===== src/rtl/bba_pkg.sv =====
// Shared types, codes and defaults for the bitmap block allocator.
`default_nettype none
package bba_pkg;

  localparam int NUM_BLOCKS_DEF  = 1024;
  localparam int CACHE_DEPTH_DEF = 10;
  localparam int ROOT_BLOCK_DEF  = 2;

  localparam int BLOCK_W  = 10;
  localparam int COUNT_W  = 11;
  localparam int WORD_W   = 32;
  localparam int WORD_LOG = 5;
  localparam int FIRST_FREEABLE = 3;

  localparam logic [1:0] CMD_ALLOC  = 2'd0;
  localparam logic [1:0] CMD_FREE   = 2'd1;
  localparam logic [1:0] CMD_FORMAT = 2'd2;

  localparam logic [1:0] ST_OK       = 2'd0;
  localparam logic [1:0] ST_NONE     = 2'd1;
  localparam logic [1:0] ST_RESERVED = 2'd2;
  localparam logic [1:0] ST_ALREADY  = 2'd3;

  typedef struct packed {
    logic [1:0]         command;
    logic [BLOCK_W-1:0] block_number;
  } request_t;

  typedef struct packed {
    logic [BLOCK_W-1:0] granted_block;
    logic [1:0]         status;
    logic [COUNT_W-1:0] free_remaining;
  } result_t;

endpackage
`default_nettype wire


===== src/rtl/bitmap_block_allocator.sv =====
// Bitmap block allocator with a free-block cache, top level.
// Allocate: pops a non-empty cache; with an empty cache it moves free blocks of the 32-bit bitmap
// rows, from row 0, into the cache until it is full or the last row is done, then pops one.
// Free: reads the row, then checks and clears its bit. Reserved free, allocate with no blocks left,
// unknown command: answered in the next cycle. Format rewrites every row; so does reset, busy high.
// One result per command, a one-cycle done strobe; the receiver cannot stall.
`default_nettype none
module bitmap_block_allocator
  import bba_pkg::*;
#(
  parameter int NUM_BLOCKS  = NUM_BLOCKS_DEF,
  parameter int CACHE_DEPTH = CACHE_DEPTH_DEF,
  parameter int ROOT_BLOCK  = ROOT_BLOCK_DEF
) (
  input  logic     clk,
  input  logic     rst,
  input  logic     start,
  input  request_t request,
  output logic     busy,
  output logic     done,
  output result_t  result
);

  localparam int ROWS      = (NUM_BLOCKS + WORD_W - 1) / WORD_W;
  localparam int ROW_W     = (ROWS > 1) ? $clog2(ROWS) : 1;
  localparam int IDX_W     = ROW_W + WORD_LOG;
  localparam int BLK_W     = $clog2(NUM_BLOCKS);
  localparam int XW        = (IDX_W > BLOCK_W) ? IDX_W : BLOCK_W;
  localparam int GW        = (BLK_W > BLOCK_W) ? BLK_W : BLOCK_W;
  localparam int CW        = (CACHE_DEPTH > 1) ? $clog2(CACHE_DEPTH) : 1;
  localparam int CNT_W     = $clog2(CACHE_DEPTH + 1);
  localparam int LAST_BITS = NUM_BLOCKS - (ROWS - 1) * WORD_W;

  localparam logic [ROW_W-1:0]   LAST_ROW  = ROW_W'(ROWS - 1);
  localparam logic [WORD_W-1:0]  LAST_MASK = WORD_W'((64'(1) << LAST_BITS) - 64'(1));
  localparam logic [WORD_W-1:0]  ROW0_INIT = WORD_W'(3) | (WORD_W'(1) << ROOT_BLOCK);
  localparam logic [COUNT_W-1:0] REMAIN_INIT = COUNT_W'(NUM_BLOCKS - 3);

  typedef enum logic [8:0] {
    S_IDLE      = 9'b000000001,
    S_CLEAR     = 9'b000000010,
    S_FREE_CHK  = 9'b000000100,
    S_SCAN_RD   = 9'b000001000,
    S_SCAN_LOAD = 9'b000010000,
    S_SCAN_PICK = 9'b000100000,
    S_POP       = 9'b001000000,
    S_POP_OUT   = 9'b010000000,
    S_SPARE     = 9'b100000000
  } state_t;

  state_t              state, state_next;
  logic [ROW_W-1:0]    row, row_next;
  logic [WORD_W-1:0]   word, word_next;
  logic [BLOCK_W-1:0]  blk_q;
  logic                fmt, fmt_next;
  logic [CNT_W-1:0]    cache_count, cache_count_next;
  logic [COUNT_W-1:0]  remaining, remaining_next;
  logic                done_next;
  result_t             result_next;

  logic [WORD_W-1:0]   bitmap [ROWS];
  logic [WORD_W-1:0]   rdata;
  logic                mem_we;
  logic [ROW_W-1:0]    mem_waddr, rd_addr;
  logic [WORD_W-1:0]   mem_wdata;

  logic [BLK_W-1:0]    cache_mem [CACHE_DEPTH];
  logic [BLK_W-1:0]    cache_rdata;
  logic                cache_we;
  logic [CW-1:0]       cache_raddr;
  logic [BLK_W-1:0]    cache_wdata;

  logic [XW-1:0]       req_x, blkq_x;
  logic [WORD_LOG-1:0] pick;
  logic [IDX_W-1:0]    pick_idx;
  logic [CNT_W-1:0]    count_m1;
  logic [GW-1:0]       num_x;
  logic [WORD_W-1:0]   row_mask;

  function automatic logic [WORD_LOG-1:0] first_free(input logic [WORD_W-1:0] w);
    logic [WORD_LOG-1:0] p;
    p = '0;
    for (int i = WORD_W - 1; i >= 0; i--) begin
      if (!w[i]) p = WORD_LOG'(i);
    end
    return p;
  endfunction

  assign busy     = (state != S_IDLE);
  assign req_x    = XW'(request.block_number);
  assign blkq_x   = XW'(blk_q);
  assign pick     = first_free(word);
  assign pick_idx = {row, pick};
  assign count_m1 = cache_count - 1'b1;
  assign num_x    = GW'(cache_rdata);
  assign row_mask = (row == LAST_ROW) ? LAST_MASK : '1;

  always_comb begin
    state_next       = state;
    row_next         = row;
    word_next        = word;
    fmt_next         = fmt;
    cache_count_next = cache_count;
    remaining_next   = remaining;
    done_next        = 1'b0;
    result_next      = result;
    mem_we           = 1'b0;
    mem_waddr        = row;
    mem_wdata        = word;
    rd_addr          = row;
    cache_we         = 1'b0;
    cache_raddr      = count_m1[CW-1:0];
    cache_wdata      = pick_idx[BLK_W-1:0];
    unique case (state)
      S_IDLE: begin
        if (start) begin
          result_next.granted_block  = '0;
          result_next.status         = ST_OK;
          result_next.free_remaining = remaining;
          case (request.command)
            CMD_ALLOC: begin
              if (remaining == '0) begin
                result_next.status = ST_NONE;
                done_next          = 1'b1;
              end else if (cache_count != '0) begin
                state_next = S_POP;
              end else begin
                row_next   = '0;
                state_next = S_SCAN_RD;
              end
            end
            CMD_FREE: begin
              if (request.block_number < BLOCK_W'(FIRST_FREEABLE)) begin
                result_next.status = ST_RESERVED;
                done_next          = 1'b1;
              end else if (32'(request.block_number) >= NUM_BLOCKS) begin
                result_next.status = ST_ALREADY;
                done_next          = 1'b1;
              end else begin
                rd_addr    = req_x[IDX_W-1:WORD_LOG];
                state_next = S_FREE_CHK;
              end
            end
            CMD_FORMAT: begin
              row_next   = '0;
              fmt_next   = 1'b1;
              state_next = S_CLEAR;
            end
            default: begin
              done_next = 1'b1;
            end
          endcase
        end
      end
      S_CLEAR: begin
        mem_we    = 1'b1;
        mem_wdata = (row == '0) ? ROW0_INIT : '0;
        if (row == LAST_ROW) begin
          cache_count_next = '0;
          remaining_next   = REMAIN_INIT;
          state_next       = S_IDLE;
          if (fmt) begin
            result_next.granted_block  = '0;
            result_next.status         = ST_OK;
            result_next.free_remaining = REMAIN_INIT;
            done_next                  = 1'b1;
          end
          fmt_next = 1'b0;
        end else begin
          row_next = row + 1'b1;
        end
      end
      S_FREE_CHK: begin
        state_next = S_IDLE;
        done_next  = 1'b1;
        if (!rdata[blkq_x[WORD_LOG-1:0]]) begin
          result_next.status = ST_ALREADY;
        end else begin
          mem_we                     = 1'b1;
          mem_waddr                  = blkq_x[IDX_W-1:WORD_LOG];
          mem_wdata                  = rdata & ~(WORD_W'(1) << blkq_x[WORD_LOG-1:0]);
          remaining_next             = remaining + 1'b1;
          result_next.free_remaining = remaining + 1'b1;
        end
      end
      S_SCAN_RD: begin
        state_next = S_SCAN_LOAD;
      end
      S_SCAN_LOAD: begin
        word_next  = rdata | ~row_mask;
        state_next = S_SCAN_PICK;
      end
      S_SCAN_PICK: begin
        if ((~word != '0) && (cache_count < CNT_W'(CACHE_DEPTH))) begin
          word_next        = word | (WORD_W'(1) << pick);
          cache_we         = 1'b1;
          cache_count_next = cache_count + 1'b1;
        end else begin
          mem_we = 1'b1;
          if ((cache_count == CNT_W'(CACHE_DEPTH)) || (row == LAST_ROW)) begin
            if (cache_count == '0) begin
              result_next.status = ST_NONE;
              done_next          = 1'b1;
              state_next         = S_IDLE;
            end else begin
              state_next = S_POP;
            end
          end else begin
            row_next   = row + 1'b1;
            state_next = S_SCAN_RD;
          end
        end
      end
      S_POP: begin
        cache_count_next = count_m1;
        state_next       = S_POP_OUT;
      end
      S_POP_OUT: begin
        remaining_next             = remaining - 1'b1;
        result_next.free_remaining = remaining - 1'b1;
        if (num_x < GW'(FIRST_FREEABLE)) begin
          result_next.status        = ST_NONE;
          result_next.granted_block = '0;
        end else begin
          result_next.status        = ST_OK;
          result_next.granted_block = num_x[BLOCK_W-1:0];
        end
        done_next  = 1'b1;
        state_next = S_IDLE;
      end
      default: begin
        state_next = S_IDLE;
      end
    endcase
  end

  always_ff @(posedge clk) begin
    if (mem_we) begin
      bitmap[mem_waddr] <= mem_wdata;
    end
    rdata <= bitmap[rd_addr];
  end

  always_ff @(posedge clk) begin
    if (cache_we) begin
      cache_mem[cache_count[CW-1:0]] <= cache_wdata;
    end
    cache_rdata <= cache_mem[cache_raddr];
  end

  always_ff @(posedge clk) begin
    word   <= word_next;
    result <= result_next;
    if (start && !busy) begin
      blk_q <= request.block_number;
    end
  end

  always_ff @(posedge clk) begin
    if (rst) begin
      state       <= S_CLEAR;
      row         <= '0;
      fmt         <= 1'b0;
      cache_count <= '0;
      remaining   <= REMAIN_INIT;
      done        <= 1'b0;
    end else begin
      state       <= state_next;
      row         <= row_next;
      fmt         <= fmt_next;
      cache_count <= cache_count_next;
      remaining   <= remaining_next;
      done        <= done_next;
    end
  end

  a_accept_progress: assert property (@(posedge clk) disable iff (rst)
    (start && !busy) |=> (busy || done))
    else $error("transfer neither started work nor produced a result");

  a_cache_bound: assert property (@(posedge clk) disable iff (rst)
    cache_count <= CNT_W'(CACHE_DEPTH))
    else $error("free cache overfilled");

  a_done_idle: assert property (@(posedge clk) disable iff (rst)
    done |-> !busy)
    else $error("result strobed while still working");

  a_grant_ok: assert property (@(posedge clk) disable iff (rst)
    (done && (result.granted_block != '0)) |-> (result.status == ST_OK))
    else $error("block granted with failing status");

endmodule
`default_nettype wire


===== config.mk =====
export PLATFORM = sky130hd
export DESIGN_NAME = bitmap_block_allocator
export DESIGN_NICKNAME = d
export VERILOG_FILES = /design/src/rtl/bba_pkg.sv /design/src/rtl/bitmap_block_allocator.sv
export SDC_FILE = /design/constraint.sdc
export NUM_CORES = 2
export LEC_CHECK = 0
export BUFFER_PORTS_ARGS = -buffer_cell sky130_fd_sc_hd__buf_2
export CAP_MARGIN = 25
export CORE_ASPECT_RATIO = 0.5
export CORE_MARGIN = 3
export CORE_UTILIZATION = 45
export DETAILED_ROUTE_END_ITERATION = 16
export PLACE_DENSITY_LB_ADDON = 0.3
export SKIP_LAST_GASP = 1
export SLEW_MARGIN = 20
export SYNTH_ARGS = -nofsm -noshare
export SYNTH_HDL_FRONTEND = slang
export SYNTH_SLANG_ARGS = --single-unit

===== constraint.sdc =====
create_clock -name clk -period 10.76 [get_ports clk]
set_input_delay 0 -clock clk [delete_from_list [all_inputs] [get_ports clk]]
set_output_delay 0 -clock clk [all_outputs]
set_load 0.01 [all_outputs]

* Word-level counts from Yosys, hierarchy flattened *
Memory sizes are Yosys's and may differ from the RTL's. A register that Yosys moved wholly into a read port is not among the register bits.
Cells that the tools add are included.

operators by class
  shift operators = 2
  reductions and logical operators = 28
  divide/modulo/power cells = 0
  $mul = 0
  order comparisons = 4
  multiplexer cells = 106
  bitwise gates (word level) = 4
  add/subtract/negate cells = 5
  equality and inequality tests = 30

operators by type and width
  operator                                             count
  two-way mux 5 bit                                    44
  one-hot mux 32 bit (2 select lines)                  2
  two-way mux 23 bit                                   3
  two-way mux 32 bit                                   2
  inverter 32 bit                                      2
  left shift 1 x 5 -> 32 bit, first input constant     2
  one-hot mux 9 bit (6 select lines)                   1
  two-way mux 9 bit                                    5
  one-hot mux 11 bit (4 select lines)                  1
  one-hot mux 11 bit (3 select lines)                  1
  bitwise AND 32 bit                                   1
  OR 32 bit                                            1
  nonzero test 32 bit                                  1
  one-hot mux 10 bit (3 select lines)                  1
  one-hot mux 9 bit (3 select lines)                   1
  two-way mux 11 bit                                   2
  != test 2 bit, second input constant                 11
  two-way mux 1 bit                                    21
  two-way mux 7 bit                                    3
  < comparator 10 x 2 -> 1 bit, second input constant  2
  AND reduction 8 bit                                  2
  one-hot mux 5 bit (3 select lines)                   1
  two-way mux 12 bit                                   1
  one-hot mux 4 bit (3 select lines)                   1
  other kinds (51)                                     67

storage, ports and cells
  ROM bits = 0
  logic and storage cells = 192
  bits in writable memories = 1124
  bits of input ports = 15
  memories = 2
  latch bits = 0
  flip-flop bits (word level) = 96
  output and inout bits = 25

memories
  name       words  bits a word  rd ports  clocked after memory_dff  wr ports  RTL line                      source
  bitmap     32     32           1         1                         1         bitmap_block_allocator.sv:61  logic [WORD_W-1:0] bitmap [ROWS];
  cache_mem  10     10           1         1                         1         bitmap_block_allocator.sv:67  logic [BLK_W-1:0] cache_mem [CACHE_DEPTH];

* Depth between registers and ports, before layout *
  depth after elaboration = 36
  mapped depth = 12
  depth with buffers taken out = 9

* Worst setup path after synthesis *
Ideal clock, no wire load.

  path type = reg-to-reg
  start = register blk_q[0]
  end = memory bitmap[28][0], enable pin
  buffers on the path = 3
  slack = 6.622 ns
  cell stages (with the launch flop) = 10
  required time = 10.339 ns
  library setup time = 0.421 ns
  arrival time = 3.717 ns
  clock period less this slack = 4.138 ns
  cells stage by stage = edfxtp_1 -> buf_6 -> buf_6 -> mux4_2 -> mux4_2 -> mux2_4 -> and2_4 -> buf_6 -> o21a_1 -> nor2_1

on the way
  word-level cells in the longest chain between the ends = 6
  elaborated cells on any way between the ends = 8
  those cells by class = mux (8)

ends and longest elaborated chain
  what                                       RTL line                       source
  from (decl)                                bitmap_block_allocator.sv:54   logic [BLOCK_W-1:0] blk_q;
  from (signal assigned)                     bitmap_block_allocator.sv:255  blk_q <= request.block_number;
  binary-select mux 1 bit (select 5 bit) *   bitmap_block_allocator.sv:176  if (!rdata[blkq_x[WORD_LOG-1:0]]) begin
  two-way mux 1 bit (not written as such) *  bitmap_block_allocator.sv:176
  two-way mux 1 bit                          bitmap_block_allocator.sv:176
  one-hot mux 1 bit (3 select lines)         bitmap_block_allocator.sv:114  unique case (state)
  two-way mux 1 bit                          bitmap_block_allocator.sv:238  if (mem_we) begin
  two-way mux 1 bit (not written as such)    bitmap_block_allocator.sv:239  bitmap[mem_waddr] <= mem_wdata;
  to (decl)                                  bitmap_block_allocator.sv:61

Mark *: on every way between the ends. The rest lies on a longest branch, timed or not. The select of a mux whose other input is x is not followed.

* Worst setup path after layout *
  start = register state[7]
  end = register rdata[23], read port of bitmap

on the way
  word-level cells in the longest chain between the ends = 2

ends and longest elaborated chain
  what                          RTL line                       source
  from (decl)                   bitmap_block_allocator.sv:51   state_t state, state_next;
  from (signal assigned)        bitmap_block_allocator.sv:268  state <= state_next;
  equality test 9 x 1 -> 1 bit  bitmap_block_allocator.sv:114
  two-way mux 5 bit             bitmap_block_allocator.sv:114
  to (decl)                     bitmap_block_allocator.sv:62   logic [WORD_W-1:0] rdata;

No other way between the ends.
A chain may end at the register's enable or synchronous reset.

==> results.yml <==
routing:
  wirelength_mm: 167
  wl_per_cell_um: 31.0
  dr.pass1.iters: 6
  remaining_drc_errors: 0
  drtIter0Drc: 5534
  vias: 36430
  ant_nets: 0
  viasPerCell: 6.76
logic_synthesis:
  synth-compound-area-share_pct: 9.12
  syn_inst: 3816
  synthAdderAreaFrac_pct: 0.333
  yosysTopAreaCellShare_pct: 68.0
  ys_top_cells_by_count: "edfxtp_1 (1189), nand3_1 (639), o21ai_0 (472)"
  synthTopCellsByArea: "edfxtp_1 (68%), nand3_1 (6.1%), o21ai_0 (4.5%)"
  synth_async_sr_flop_share_pct: 0
  syn-cell-area_um2: 52500
  synth_most_common_cell: "edfxtp_1"
  synth_top_family_by_area: "simple AND/OR/NAND/NOR gates"
  ys_ff_latch: 1261
  muxShareOfSynthArea_pct: 4.46
  synth_xor_xnor_area_share_pct: 0.0834
  synth-simple-area-share_pct: 12.5
  seq_area_frac_synth_pct: 70.7
  avgSynthCellArea_um2: 13.8
  synth_ff_type: "edfxtp_1"
  synth_edf_count: 1189
  yosysUniqueCellTypes: 80
  synthesis.nets: 3845
  yosysWarnings: 0
  yosysTopAreaCell: "edfxtp_1"
global_route:
  grt_overflow: 0
  antenna_found_initial: 2
  grt_max_degree: 177
  grt_pass1_vias: 33793
  grt_usage_pct: 27.2
  grt_first_pass_wirelength_mm: 240
pwr:
  power_density_nw_per_um2: 199
  total_leakage_power_uw: 0.0189
  peakVddDrop_uv: 125
timing:
  hold_viol_final: 0
  slew_viol_final: 0
  grt_setup_unrepaired: "no"
  finClkSkew_ns: 0.0338
  setup_ws_ns: 5.39
  period_minus_slack_ns: 5.37
  slew_headroom_pct: 25.3
  fmax_ghz: 0.186
  tightest_slew_ns: 1.12
  setup_tns_ns: 0
  setup_violations: 0
  fin_hold_ws_ns: 0.0817
  min_period_over_period_pct: 49.9
critical_path:
  timing.rr.end: "rdata[23]"
  crit_type: "register to register"
  cp.arrival_ns: 5.98
  slowest_delay_ns: 0.72
  crit_slowest_cell: "and2_4"
  rr_worst_depth: 9
  startpoint_type: "register"
  crit_required_ns: 11.37
  ff2ff_setup_slack_ns: 5.39
  critPathCaptureType: "register"
  path_cells: "nor4_4, nand4_2, o21ai_2, and2_4, buf_12, nand2b_2, buf_4, o2111ai_1, nor4_1"
  crit_path_max_fanout: 126
  reg2reg_from: "state[7]"
run:
  cap_violations: 0
cells_and_area:
  area_delta_synth_final_pct: 11.6
  layout-drive-gt1-share_pct: 15.4
  layout.nets: 3810
  stdcell_count: 5393
cts:
  htreeDepth: 3
  numCtsBuffers: 112
  cts.reportedPaths.clkPinSlew_ns: 0.08
  clock_path_buffers: 3
  clockRootBuffer: "clkbuf_16"
  clkSinkCount: 1261
  cts.repair.resized: 0
  clk_latency_ns: 0.73
  cts_tree: "yes"
min_path:
  min_from: "request[3]"
  hp-class: "input pin to register"
  hold-path-endpoint: "blk_q[3]"
  worst_hold_path.num_cells: 2
die:
  core_area_um2: 114000
  row_count: 87
  ios: 40
  fp.dieH_um: 248
  initial_core_util_pct: 46.0
  die_w_um: 489
  die_area_um2: 121000
status:
  outcome: "completed"
place:
  gp_congestion: 0.931
  hpwl_mm: 90.7
  place_worst_setup_slack_ns: 5.64
  place_inst: 5159
  port_buffers: 39
routing by layer:
layer	track usage [%]	wire length, um	vias to the layer above
li1	-	-	15109
met1	39.3	65400	18114
met2	38.9	70300	2835
met3	9.14	25900	372
met4	7.93	5360	0
met5	0	0	-
power by group:
group	internal, uW	leakage, uW	switching [uW]	total [uW]
registers	5770	0.0115	243	6010
clock network	2270	0.00181	1800	4070
logic	468	0.00550	1140	1610
total	8500	0.0189	3190	11700
sequential cells by signal, summed over array words and instances (netlist names), 8 cells and up:
| signal | flops |
|---|---|
| state | 8 |
| cache_mem | 100 |
| result | 23 |
| bitmap | 1024 |
| blk_q | 10 |
| cache_rdata | 10 |
| rdata | 32 |
| word | 32 |
| remaining | 11 |
worst max-delay path: cells and delay by family (launching register included):
kind	cells	cell delay, ns
DFF	1	0.39
buffers and inverters	2	0.98
and+or+nand+nor	5	2.81
AOI/OAI and AO/OA	2	0.77
stage by stage:
step	util [%]	total power, uW	cell area, um2
floorplan	-	6910	52500
global placement	47.7	7600	54500
global route	51.3	12000	58600
CTS	51.2	11600	58500
detailed placement	47.8	7630	54600
finish	51.3	11700	58600
worst max path at each step:
stage,start,to,cells past startpoint,slack [ns]
2_1_floorplan,blk_q[0],bitmap[28][0],9,6.62
3_3_place_gp,state[7],rdata[28],8,5.72
3_5_place_dp,state[7],rdata[23],9,5.64
4_1_cts,state[7],rdata[23],9,5.61
6_report,state[7],rdata[23],9,5.39
5_1_grt,state[7],rdata[23],9,5.23
placed cells by master (no fill, tap or decap), drive strengths merged, types with 14 or more instances in the layout:
cell,n
a21oi,48
and2,16
o22ai,20
nand2,78
edfxtp,1189
nor2,119
clkbuf,156
buf,151
a211oi,22
dfxtp,72
a31oi,18
nor2b,19
and3,18
ha,14
mux4,30
nor4,45
dlygate4sd3,15
mux2,130
nand4,215
mux2i,20
clkinv,38
o2111ai,129
nor3,28
inv,36
o21ai,478
nand3,640
what timing repair did:
| item | in CTS | in global routing |
|---|---|---|
| setup buffers | 0 | 0 |
| hold buffers | 15 | 0 |
| endpoints found under the hold margin | 38 | 0 |
cell type report:
cell class,count,area [um2]
Antenna cell,1,2.50
Fill cell,9385,55600
Sequential cell,1261,37100
Inverter,31,116
Clock buffer,156,3120
Clock inverter,56,576
Tap cell,1513,1890
Multi-Input combinational cell,2209,14400
Timing Repair Buffer,166,1370
logic make-up (layout without fill, tap and decap cells):
group | count (synthesis) | count (layout)
buf+inv | 346 | 409
fa+ha+maj | 14 | 14
flops | 1261 | 1261
other cells | 0 | 1
compound gates | 778 | 778
mux | 180 | 180
simple gates | 1232 | 1232
xor+xnor | 5 | 5
No activity file was read; power rests on OpenSTA's default activity.
